--- config.mk ---
export PLATFORM = sky130hd
export DESIGN_NAME = base64_stream_decoder
export DESIGN_NICKNAME = d
export VERILOG_FILES = /design/src/hw/rtl/b64d_pkg.sv /design/src/hw/rtl/b64d_front.sv /design/src/hw/rtl/b64d_fifo.sv /design/src/hw/rtl/b64d_back.sv /design/src/hw/rtl/base64_stream_decoder.sv
export VERILOG_INCLUDE_DIRS = /design/src /design/src/hw/rtl
export SDC_FILE = /design/constraint.sdc
export NUM_CORES = 1
export LEC_CHECK = 0
export ABC_AREA = 1
export BUFFER_PORTS_ARGS = -buffer_cell sky130_fd_sc_hd__buf_4
export CAP_MARGIN = 20
export CORE_ASPECT_RATIO = 0.7
export CORE_MARGIN = 5
export CORE_UTILIZATION = 55
export DETAILED_ROUTE_END_ITERATION = 6
export GPL_TIMING_DRIVEN = 0
export PLACE_DENSITY_LB_ADDON = 0.08
export SLEW_MARGIN = 20
export SYNTH_ARGS = -nofsm -noshare
export SYNTH_HDL_FRONTEND = slang
export SYNTH_SLANG_ARGS = --single-unit
--- constraint.sdc ---
create_clock -name aclk -period 7.5 [get_ports aclk]
set_input_delay 0.75 -clock aclk [delete_from_list [all_inputs] [get_ports aclk]]
set_output_delay 0.75 -clock aclk [all_outputs]
set_load 0.02 [all_outputs]
--- src/hw/rtl/base64_stream_decoder_defines.svh ---
// ----------------------------------------------------------------------------
// Base64 stream decoder assertion macros
// Shared checks used by the decoder's top level.
// ----------------------------------------------------------------------------
`ifndef BASE64_STREAM_DECODER_DEFINES_SVH
`define BASE64_STREAM_DECODER_DEFINES_SVH

// Same-cycle implication, sampled on aclk, off while aresetn is low
`define B64D_ASSERT_IMPL(label, ante, cons) \
    label: assert property (@(posedge aclk) disable iff (!aresetn) (ante) |-> (cons)) \
        else $error("b64d check failed");

// Next-cycle implication, sampled on aclk, off while aresetn is low
`define B64D_ASSERT_NEXT(label, ante, cons) \
    label: assert property (@(posedge aclk) disable iff (!aresetn) (ante) |=> (cons)) \
        else $error("b64d check failed");

`endif

--- src/hw/rtl/b64d_pkg.sv ---
// ----------------------------------------------------------------------------
// b64d_pkg
// Types and constants shared by the Base64 stream decoder modules.
// ----------------------------------------------------------------------------
package b64d_pkg;

    localparam int BYTE_W   = 8;
    localparam int SEXTET_W = 6;
    localparam int STORE_W  = 18;
    localparam int GROUP_W  = 24;
    localparam int MAX_RES  = 3;

    // One queue entry: every result caused by one input word
    typedef struct packed {
        logic [MAX_RES-1:0][BYTE_W-1:0] bytes;    // bytes[0] goes out first
        logic [1:0]                     last_idx; // index of the final result
        logic                           byte_ok;  // 0 only for a bare closing result
        logic                           msg_end;  // closes the message
    } b64d_entry_t;

endpackage

--- src/hw/rtl/b64d_front.sv ---
// ----------------------------------------------------------------------------
// b64d_front
// Maps each character to its sextet, tracks the group and builds queue entries.
// ----------------------------------------------------------------------------
module b64d_front (
    input  logic                  aclk,
    input  logic                  aresetn,
    input  logic                  accept,
    input  logic [7:0]            code_char,
    input  logic                  message_last,
    output logic                  push,
    output b64d_pkg::b64d_entry_t entry
);

    localparam logic [7:0] CH_UP_A = 8'h41;
    localparam logic [7:0] CH_UP_Z = 8'h5A;
    localparam logic [7:0] CH_LO_A = 8'h61;
    localparam logic [7:0] CH_LO_Z = 8'h7A;
    localparam logic [7:0] CH_D0   = 8'h30;
    localparam logic [7:0] CH_D9   = 8'h39;
    localparam logic [7:0] CH_PLUS = 8'h2B;
    localparam logic [7:0] CH_SL   = 8'h2F;

    logic [b64d_pkg::STORE_W-1:0]  store_reg, store_next;
    logic [1:0]                    count_reg, count_next;
    logic                          stopped_reg, stopped_next;

    logic                          sx_ok;
    logic [b64d_pkg::SEXTET_W-1:0] sx;
    logic [b64d_pkg::STORE_W-1:0]  shifted;
    logic [b64d_pkg::GROUP_W-1:0]  group;
    logic [b64d_pkg::STORE_W-1:0]  fl_store;
    logic [1:0]                    fl_cnt;

    // Character to sextet lookup
    always_comb begin
        sx_ok = 1'b1;
        sx    = '0;
        if (code_char >= CH_UP_A && code_char <= CH_UP_Z) begin
            sx = 6'(code_char - CH_UP_A);
        end else if (code_char >= CH_LO_A && code_char <= CH_LO_Z) begin
            sx = 6'(code_char - 8'd71);
        end else if (code_char >= CH_D0 && code_char <= CH_D9) begin
            sx = 6'(code_char + 8'd4);
        end else if (code_char == CH_PLUS) begin
            sx = 6'd62;
        end else if (code_char == CH_SL) begin
            sx = 6'd63;
        end else begin
            sx_ok = 1'b0;
        end
    end

    assign shifted = {store_reg[11:0], sx};
    assign group   = {store_reg, sx};

    // Group being flushed: the stored one on a stop, else the one with this sextet
    assign fl_store = sx_ok ? shifted : store_reg;
    assign fl_cnt   = sx_ok ? 2'(count_reg + 2'd1) : count_reg;

    // Next state and queue entry
    always_comb begin
        store_next   = store_reg;
        count_next   = count_reg;
        stopped_next = stopped_reg;
        push         = 1'b0;
        entry        = '0;
        if (accept) begin
            if (stopped_reg) begin
                // rest of a stopped message: only the end word closes it
                push = message_last;
            end else if (sx_ok && count_reg == 2'd3) begin
                // fourth sextet releases a full group
                push           = 1'b1;
                entry.bytes[0] = group[23:16];
                entry.bytes[1] = group[15:8];
                entry.bytes[2] = group[7:0];
                entry.last_idx = 2'd2;
                entry.byte_ok  = 1'b1;
                store_next     = '0;
                count_next     = '0;
            end else if (sx_ok && !message_last) begin
                store_next = shifted;
                count_next = 2'(count_reg + 2'd1);
            end else begin
                // flush a partial group: padding, bad character or message end
                store_next   = '0;
                count_next   = '0;
                stopped_next = !sx_ok;
                case (fl_cnt)
                    2'd3: begin
                        push           = 1'b1;
                        entry.bytes[0] = fl_store[17:10];
                        entry.bytes[1] = fl_store[9:2];
                        entry.last_idx = 2'd1;
                        entry.byte_ok  = 1'b1;
                    end
                    2'd2: begin
                        push           = 1'b1;
                        entry.bytes[0] = fl_store[11:4];
                        entry.byte_ok  = 1'b1;
                    end
                    default: begin
                        push = message_last;
                    end
                endcase
            end
            if (message_last) begin
                entry.msg_end = 1'b1;
                store_next    = '0;
                count_next    = '0;
                stopped_next  = 1'b0;
            end
        end
    end

    always_ff @(posedge aclk) begin
        if (!aresetn) begin
            store_reg   <= '0;
            count_reg   <= '0;
            stopped_reg <= 1'b0;
        end else begin
            store_reg   <= store_next;
            count_reg   <= count_next;
            stopped_reg <= stopped_next;
        end
    end

endmodule

--- src/hw/rtl/b64d_fifo.sv ---
// ----------------------------------------------------------------------------
// b64d_fifo
// Short entry queue between the front and back ends.
// ----------------------------------------------------------------------------
module b64d_fifo #(
    parameter int DEPTH = 4
) (
    input  logic                  aclk,
    input  logic                  aresetn,
    input  logic                  push,
    input  b64d_pkg::b64d_entry_t wr_entry,
    input  logic                  pop,
    output b64d_pkg::b64d_entry_t head,
    output logic                  empty,
    output logic                  full
);

    localparam int AW = (DEPTH > 1) ? $clog2(DEPTH) : 1;
    localparam int CW = $clog2(DEPTH + 1);

    b64d_pkg::b64d_entry_t mem_reg [DEPTH];
    logic [AW-1:0]         wr_ptr_reg, wr_ptr_next;
    logic [AW-1:0]         rd_ptr_reg, rd_ptr_next;
    logic [CW-1:0]         count_reg, count_next;

    assign empty = (count_reg == '0);
    assign full  = (count_reg == CW'(DEPTH));
    assign head  = mem_reg[rd_ptr_reg];

    // Pointer and fill bookkeeping; pointers wrap at the last entry
    always_comb begin
        wr_ptr_next = wr_ptr_reg;
        rd_ptr_next = rd_ptr_reg;
        if (push) begin
            wr_ptr_next = (wr_ptr_reg == AW'(DEPTH - 1)) ? '0 : AW'(wr_ptr_reg + 1'b1);
        end
        if (pop) begin
            rd_ptr_next = (rd_ptr_reg == AW'(DEPTH - 1)) ? '0 : AW'(rd_ptr_reg + 1'b1);
        end
        count_next  = count_reg;
        if (push && !pop) begin
            count_next = CW'(count_reg + 1'b1);
        end else if (pop && !push) begin
            count_next = CW'(count_reg - 1'b1);
        end
    end

    always_ff @(posedge aclk) begin
        if (!aresetn) begin
            wr_ptr_reg <= '0;
            rd_ptr_reg <= '0;
            count_reg  <= '0;
        end else begin
            wr_ptr_reg <= wr_ptr_next;
            rd_ptr_reg <= rd_ptr_next;
            count_reg  <= count_next;
        end
    end

    // Entry storage
    always_ff @(posedge aclk) begin
        if (push) begin
            mem_reg[wr_ptr_reg] <= wr_entry;
        end
    end

endmodule

--- src/hw/rtl/b64d_back.sv ---
// ----------------------------------------------------------------------------
// b64d_back
// Unpacks queue entries into single result words behind an output register.
// ----------------------------------------------------------------------------
module b64d_back (
    input  logic                  aclk,
    input  logic                  aresetn,
    input  b64d_pkg::b64d_entry_t head,
    input  logic                  empty,
    output logic                  pop,
    output logic                  out_valid,
    input  logic                  out_ready,
    output logic [7:0]            data_byte,
    output logic                  byte_valid,
    output logic                  message_end,
    output logic                  last_of_run
);

    logic [1:0] idx_reg, idx_next;
    logic       valid_reg, valid_next;
    logic [7:0] byte_reg, byte_next;
    logic       ok_reg, ok_next;
    logic       end_reg, end_next;
    logic       run_reg, run_next;
    logic       load;
    logic       at_last;

    assign load    = !empty && (!valid_reg || out_ready);
    assign at_last = (idx_reg == head.last_idx);
    assign pop     = load && at_last;

    // Next result word
    always_comb begin
        idx_next   = idx_reg;
        valid_next = valid_reg && !out_ready;
        byte_next  = byte_reg;
        ok_next    = ok_reg;
        end_next   = end_reg;
        run_next   = run_reg;
        if (load) begin
            valid_next = 1'b1;
            byte_next  = head.bytes[idx_reg];
            ok_next    = head.byte_ok;
            run_next   = at_last;
            end_next   = at_last && head.msg_end;
            idx_next   = at_last ? 2'd0 : 2'(idx_reg + 2'd1);
        end
    end

    always_ff @(posedge aclk) begin
        if (!aresetn) begin
            idx_reg   <= '0;
            valid_reg <= 1'b0;
        end else begin
            idx_reg   <= idx_next;
            valid_reg <= valid_next;
        end
    end

    always_ff @(posedge aclk) begin
        byte_reg <= byte_next;
        ok_reg   <= ok_next;
        end_reg  <= end_next;
        run_reg  <= run_next;
    end

    assign out_valid   = valid_reg;
    assign data_byte   = byte_reg;
    assign byte_valid  = ok_reg;
    assign message_end = end_reg;
    assign last_of_run = run_reg;

endmodule

--- src/hw/rtl/base64_stream_decoder.sv ---
// ----------------------------------------------------------------------------
// base64_stream_decoder
// Streaming Base64 decoder, standard alphabet, one character per word.
// ----------------------------------------------------------------------------
// Usage:
//   Slave side takes one ASCII character per word in s_tdata[7:0]; s_tlast
//   marks the last character of a message. Master side gives one result per
//   word: decoded byte, byte-valid flag in m_tuser, message end on m_tlast.
//   Four alphabet characters yield three bytes; '=' or any other character
//   flushes the partial group and the rest of that message is skipped. Every
//   message ends with an m_tlast word, a bare one (m_tuser[0] = 0) if needed.
// Timing:
//   A character is taken every cycle while the entry queue has room. Its
//   first result goes through the entry queue and the output register. The
//   back end sends one result per cycle while m_tready is high, so three
//   bytes from one character hold the output for three words; the queue
//   depth (FIFO_DEPTH entries) sets how long input keeps flowing meanwhile.
// Reset and stall:
//   aresetn clears the group, the stop flag, the queue and the output valid
//   flag. While m_tready is low the output word holds, the queue fills, and
//   s_tready drops once it is full.
// ----------------------------------------------------------------------------
`include "base64_stream_decoder_defines.svh"

module base64_stream_decoder #(
    parameter int FIFO_DEPTH = 4
) (
    input  logic        aclk,
    input  logic        aresetn,
    input  logic        s_tvalid,
    output logic        s_tready,
    input  logic [7:0]  s_tdata,   // [7:0] code_char
    input  logic        s_tlast,   // message_last
    output logic        m_tvalid,
    input  logic        m_tready,
    output logic [15:0] m_tdata,   // [7:0] data_byte, [8] last_of_run, rest zero
    output logic [0:0]  m_tuser,   // [0] byte_valid
    output logic        m_tlast    // message_end
);

    logic                  accept;
    logic                  push;
    logic                  pop;
    logic                  empty;
    logic                  full;
    b64d_pkg::b64d_entry_t wr_entry;
    b64d_pkg::b64d_entry_t head;
    logic [7:0]            data_byte;
    logic                  byte_valid;
    logic                  message_end;
    logic                  last_of_run;

    assign s_tready = !full;
    assign accept   = s_tvalid && s_tready;

    // Decode and group tracking
    b64d_front u_front (
        .aclk         (aclk),
        .aresetn      (aresetn),
        .accept       (accept),
        .code_char    (s_tdata[7:0]),
        .message_last (s_tlast),
        .push         (push),
        .entry        (wr_entry)
    );

    // Entry queue
    b64d_fifo #(
        .DEPTH (FIFO_DEPTH)
    ) u_fifo (
        .aclk     (aclk),
        .aresetn  (aresetn),
        .push     (push),
        .wr_entry (wr_entry),
        .pop      (pop),
        .head     (head),
        .empty    (empty),
        .full     (full)
    );

    // Result serializer
    b64d_back u_back (
        .aclk        (aclk),
        .aresetn     (aresetn),
        .head        (head),
        .empty       (empty),
        .pop         (pop),
        .out_valid   (m_tvalid),
        .out_ready   (m_tready),
        .data_byte   (data_byte),
        .byte_valid  (byte_valid),
        .message_end (message_end),
        .last_of_run (last_of_run)
    );

    assign m_tdata = {7'b0, last_of_run, data_byte};
    assign m_tuser = byte_valid;
    assign m_tlast = message_end;

    // Checks
    `B64D_ASSERT_IMPL(a_end_is_run_last, m_tvalid && m_tlast, m_tdata[8])
    `B64D_ASSERT_IMPL(a_bare_close, m_tvalid && !m_tuser[0], m_tlast && m_tdata[7:0] == 8'h00)
    `B64D_ASSERT_IMPL(a_no_push_full, push, !full)
    `B64D_ASSERT_NEXT(a_pop_frees, full && pop, !full)

endmodule

==> metrics.md <==
| Metric | Value |
|---|---|
| Combinational fraction of design power | 25.5% |
| Max Freq | roughly 280 MHz |
| Clock Sink Count | around 160 |
| Max IR drop VDD | approximately 0.00019 V |
| Num rows | 35 |
| Top library cells by usage in the layout, fill and taps aside | nand2_1 (156), edfxtp_1 (123), nor2_1 (102) |
| Crit path max fanout | 10 |
| Cell total after placement | between 1000 and 1500 |
| Worst setup SP type | input port |
| CTS tree | built |
| Clk Tree Root Cell | clkbuf_16 |
| Clock network power share | about a third |
| List of cells traversed by the critical path | buf_4 -> inv_1 -> ha_1 -> inv_1 -> nand2_1 -> nand2_1 -> nand2_1 -> nand3_1 -> nand2_4 -> nand3_4 -> nand2_4 -> nand4_1 -> nand2_1 -> inv_1 -> ha_1 -> inv_1 -> fa_1 -> o21ai_0 -> a21oi_1 |
| Synthesis Warnings | 0 |
| Reg2reg setup slack | 4100 ps |
| # DRC | 0 |
| Mean Syn Cell Area | 9.52 um2 |
| First-pass GRT wire length | between 30000 and 40000 um |
| Gr usage total | around a quarter |
| 1st-iter DRT viols | a little under 700 |
| Clock-pin transition on the worst setup and hold timing paths | around 70 ps |
| Signal arrival time at the worst endpoint | 3900 ps |
| Uppermost layer routed | met4 |
| Met3 wire length | ~2000 um |
| Wire length after detailed routing | 19300 um |
| Worst-case clock buffer depth | 2 |
| WL per Instance | 18.6 um |
| Synth Flop Type | edfxtp_1 |
| Fraction of the yosys area taken by sequential cells | 58.1% |
| Net switching share of the total power | roughly 33% |
| CORE AREA | roughly 0.013 mm2 |
| Detailed route wirelength on metal2 | 8580 um |
| Worst slew pin tran | ~810 ps |
| Standard cell with the maximum stage delay on the critical path | fa_1 |
| Type of the worst min-delay path | flip-flop to flip-flop |
| Run status | complete, no violations |
| Peak per-stage delay on the critical path | around 420 ps |
| Antenna diode count | 0 |
| Number of instances in the synthesized netlist | 787 |
| Final Hold Viols | 0 |
| Die width | around 150 um |
| Routed metal-1 wire length | approximately 8500 um |
| Required time of the critical path | between 7000 and 8000 ps |
| Setup CP Type | input port to flip-flop |
| Number of distinct standard cells referenced by the synthesized netlist | 38 |
| Count of input and output buffers | 22 |
| Post-Synthesis Cell Area | about 0.0075 mm2 |
| RSZ-0062 raised after global routing | no |
| Synth Register Bits | about 160 |
| Number of flops mapped to enable cells by yosys | ~120 |
| Internal power contribution | around 1.8 mW |
| Share of synthesized flip-flops with an asynchronous set or reset | 0% |
| Insertion delay to the later sink of the worst-skew pair | about 430 ps |
| Most frequent standard cell in the layout excluding fill and tap cells | nand2_1 |
| Y dimension of the die | ~110 um |
| Max capacitance violation total | 0 |
| Number of global-route vias before repair | roughly 5600 |
| Worst slew margin | 46.0% |
| Antenna violation net count after detailed routing | 0 |
| H-tree depth reported by CTS | 4 |
| Worst hold slack | a little under 500 ps |
| Fin Setup TNS | 0 ps |
| Per-cell via count in the routed design | 5.72 |
| Number of iterations in the first detailed-routing pass | 5 |
| Total Die Area | approximately 0.016 mm2 |
| Total chip power | approximately 2.7 mW |
| Max FFs per register | 112 |
| Number of ports placed on the die boundary | 33 |
| TritonCTS buffer count | 17 |
| Maximum number of pins on one net before global-route repair | 24 |
| Vias | 5931 |
| Final number of max-transition violations | 0 |
| Effective utilization at floorplan | between 50% and 60% |
| Layout Skew | 19.5 ps |
| Number of post-CTS setup repair buffers | 0 |
| Hold buffer count at CTS | 0 |
| Final RePlAce weighted congestion | between 0.9 and 1 |
| Type of destination of the critical path | flip-flop |
| Total power divided by cell area | 312 mW/mm2 |
| Final setup viols | 0 |
| Global route overflow | 0 |
| Detailed placement HPWL | ~13000 um |
| Antenna violations before repair | 0 |
| Psw | slightly below 0.9 mW |
| Post-CTS resize count | 0 |
| Total number of nets in the final design | 869 |
| Area added between synthesis and finish | 15.8% |
| Filler-free cell count of the finished design | approximately 1000 |
| Leak Pwr | about 3.3 nW |
| Power share of the sequential group | between 40% and 50% |
| Clock period minus final worst setup slack | between 3000 and 4000 ps |
| Fraction of final layout cells with drive strength greater than 1 | around 13% |
| Period Utilization, post-route | between 40% and 50% |
==> critical path, delay by kind of cell <==
family | cells | cell delay (ps)
buffers and inverters | 5 | 580
AO/OA/AOI/OAI | 2 | 210
adder cells (fa/ha/maj) | 3 | 850
AND/OR/NAND/NOR | 9 | 1490
==> cells in the mapped netlist, drive strengths merged (2+ instances only) <==
cell type / count / area [um2]
nand2: 164 / 661
edfxtp: 123 / 3690
nor2: 112 / 447
o21ai: 88 / 452
inv: 59 / 221
nand3: 47 / 253
dfxtp: 33 / 661
a21oi: 31 / 155
clkbuf: 24 / 90.1
buf: 19 / 131
ha: 16 / 200
o22ai: 15 / 93.8
nand4: 12 / 75.1
o221ai: 10 / 87.6
o211ai: 9 / 67.6
xor2: 9 / 78.8
nor3: 5 / 30.0
a22oi: 2 / 15.0
a32o: 2 / 20.0
xnor2: 2 / 17.5
==> per-stage QoR <==
step,setup slack [ps],util [%],cell area [um2]
6_report,3920,65.4,8680
5_1_grt,3670,65.4,8680
4_1_cts,3960,65.4,8680
3_5_place_dp,3520,60.6,8050
3_3_place_gp,2110,59.7,7920
2_1_floorplan,3800,-,7520
==> path summary, 6_finish.rpt <==
path                               startpoint                               end  cells past startpoint
max                                s_tdata[0]  u_fifo.count_reg[1]$_SDFFE_PN0P_                     19
min reg2reg  u_fifo.count_reg[2]$_SDFFE_PN0P_  u_fifo.count_reg[2]$_SDFFE_PN0P_                      2
min          u_fifo.count_reg[2]$_SDFFE_PN0P_  u_fifo.count_reg[2]$_SDFFE_PN0P_                      2
max reg2reg  u_fifo.count_reg[1]$_SDFFE_PN0P_  u_fifo.count_reg[2]$_SDFFE_PN0P_                     17
==> cell families (layout without fill, tap and decap cells) <==
kind of cell / Yosys count / count (layout) / share of synthesized area [%]
buffers and inverters: 103 / 162 / 5.96
and+or+nand+nor: 340 / 340 / 19.5
DFF: 156 / 156 / 58.1
xor gates and xnor gates: 11 / 11 / 1.29
AOI/OAI and AO/OA: 159 / 159 / 12.1
adders and majority gates: 17 / 17 / 2.94
other: 1 / 7 / 0.0500
==> layout make-up <==
type	count	area, um2
Fill cell	1053	4590
Sequential cell	156	4350
Multi-Input combinational cell	534	2750
Clock buffer	17	425
Timing Repair Buffer	27	264
Tap cell	185	231
Inverter	60	225
Buffer	43	221
Clock inverter	15	205
==> metal layers <==
layer / vias up / track usage, %
met5: - / 0
met4: 0 / 5.75
met3: 29 / 5.43
met2: 298 / 37.6
met1: 2792 / 37.0
li1: 2812 / -
==> power by group through the flow <==
stage | Combinational [mW] | Clock (mW) | Sequential, mW
2_1_floorplan | 0.378 | 0 | 1.16
3_3_place_gp | 0.637 | 0 | 1.13
3_5_place_dp | 0.678 | 0 | 1.13
4_1_cts | 0.684 | 0.911 | 1.11
5_1_grt | 0.753 | 0.953 | 1.12
6_report | 0.690 | 0.908 | 1.11
Power figures use the tool's default switching activity.
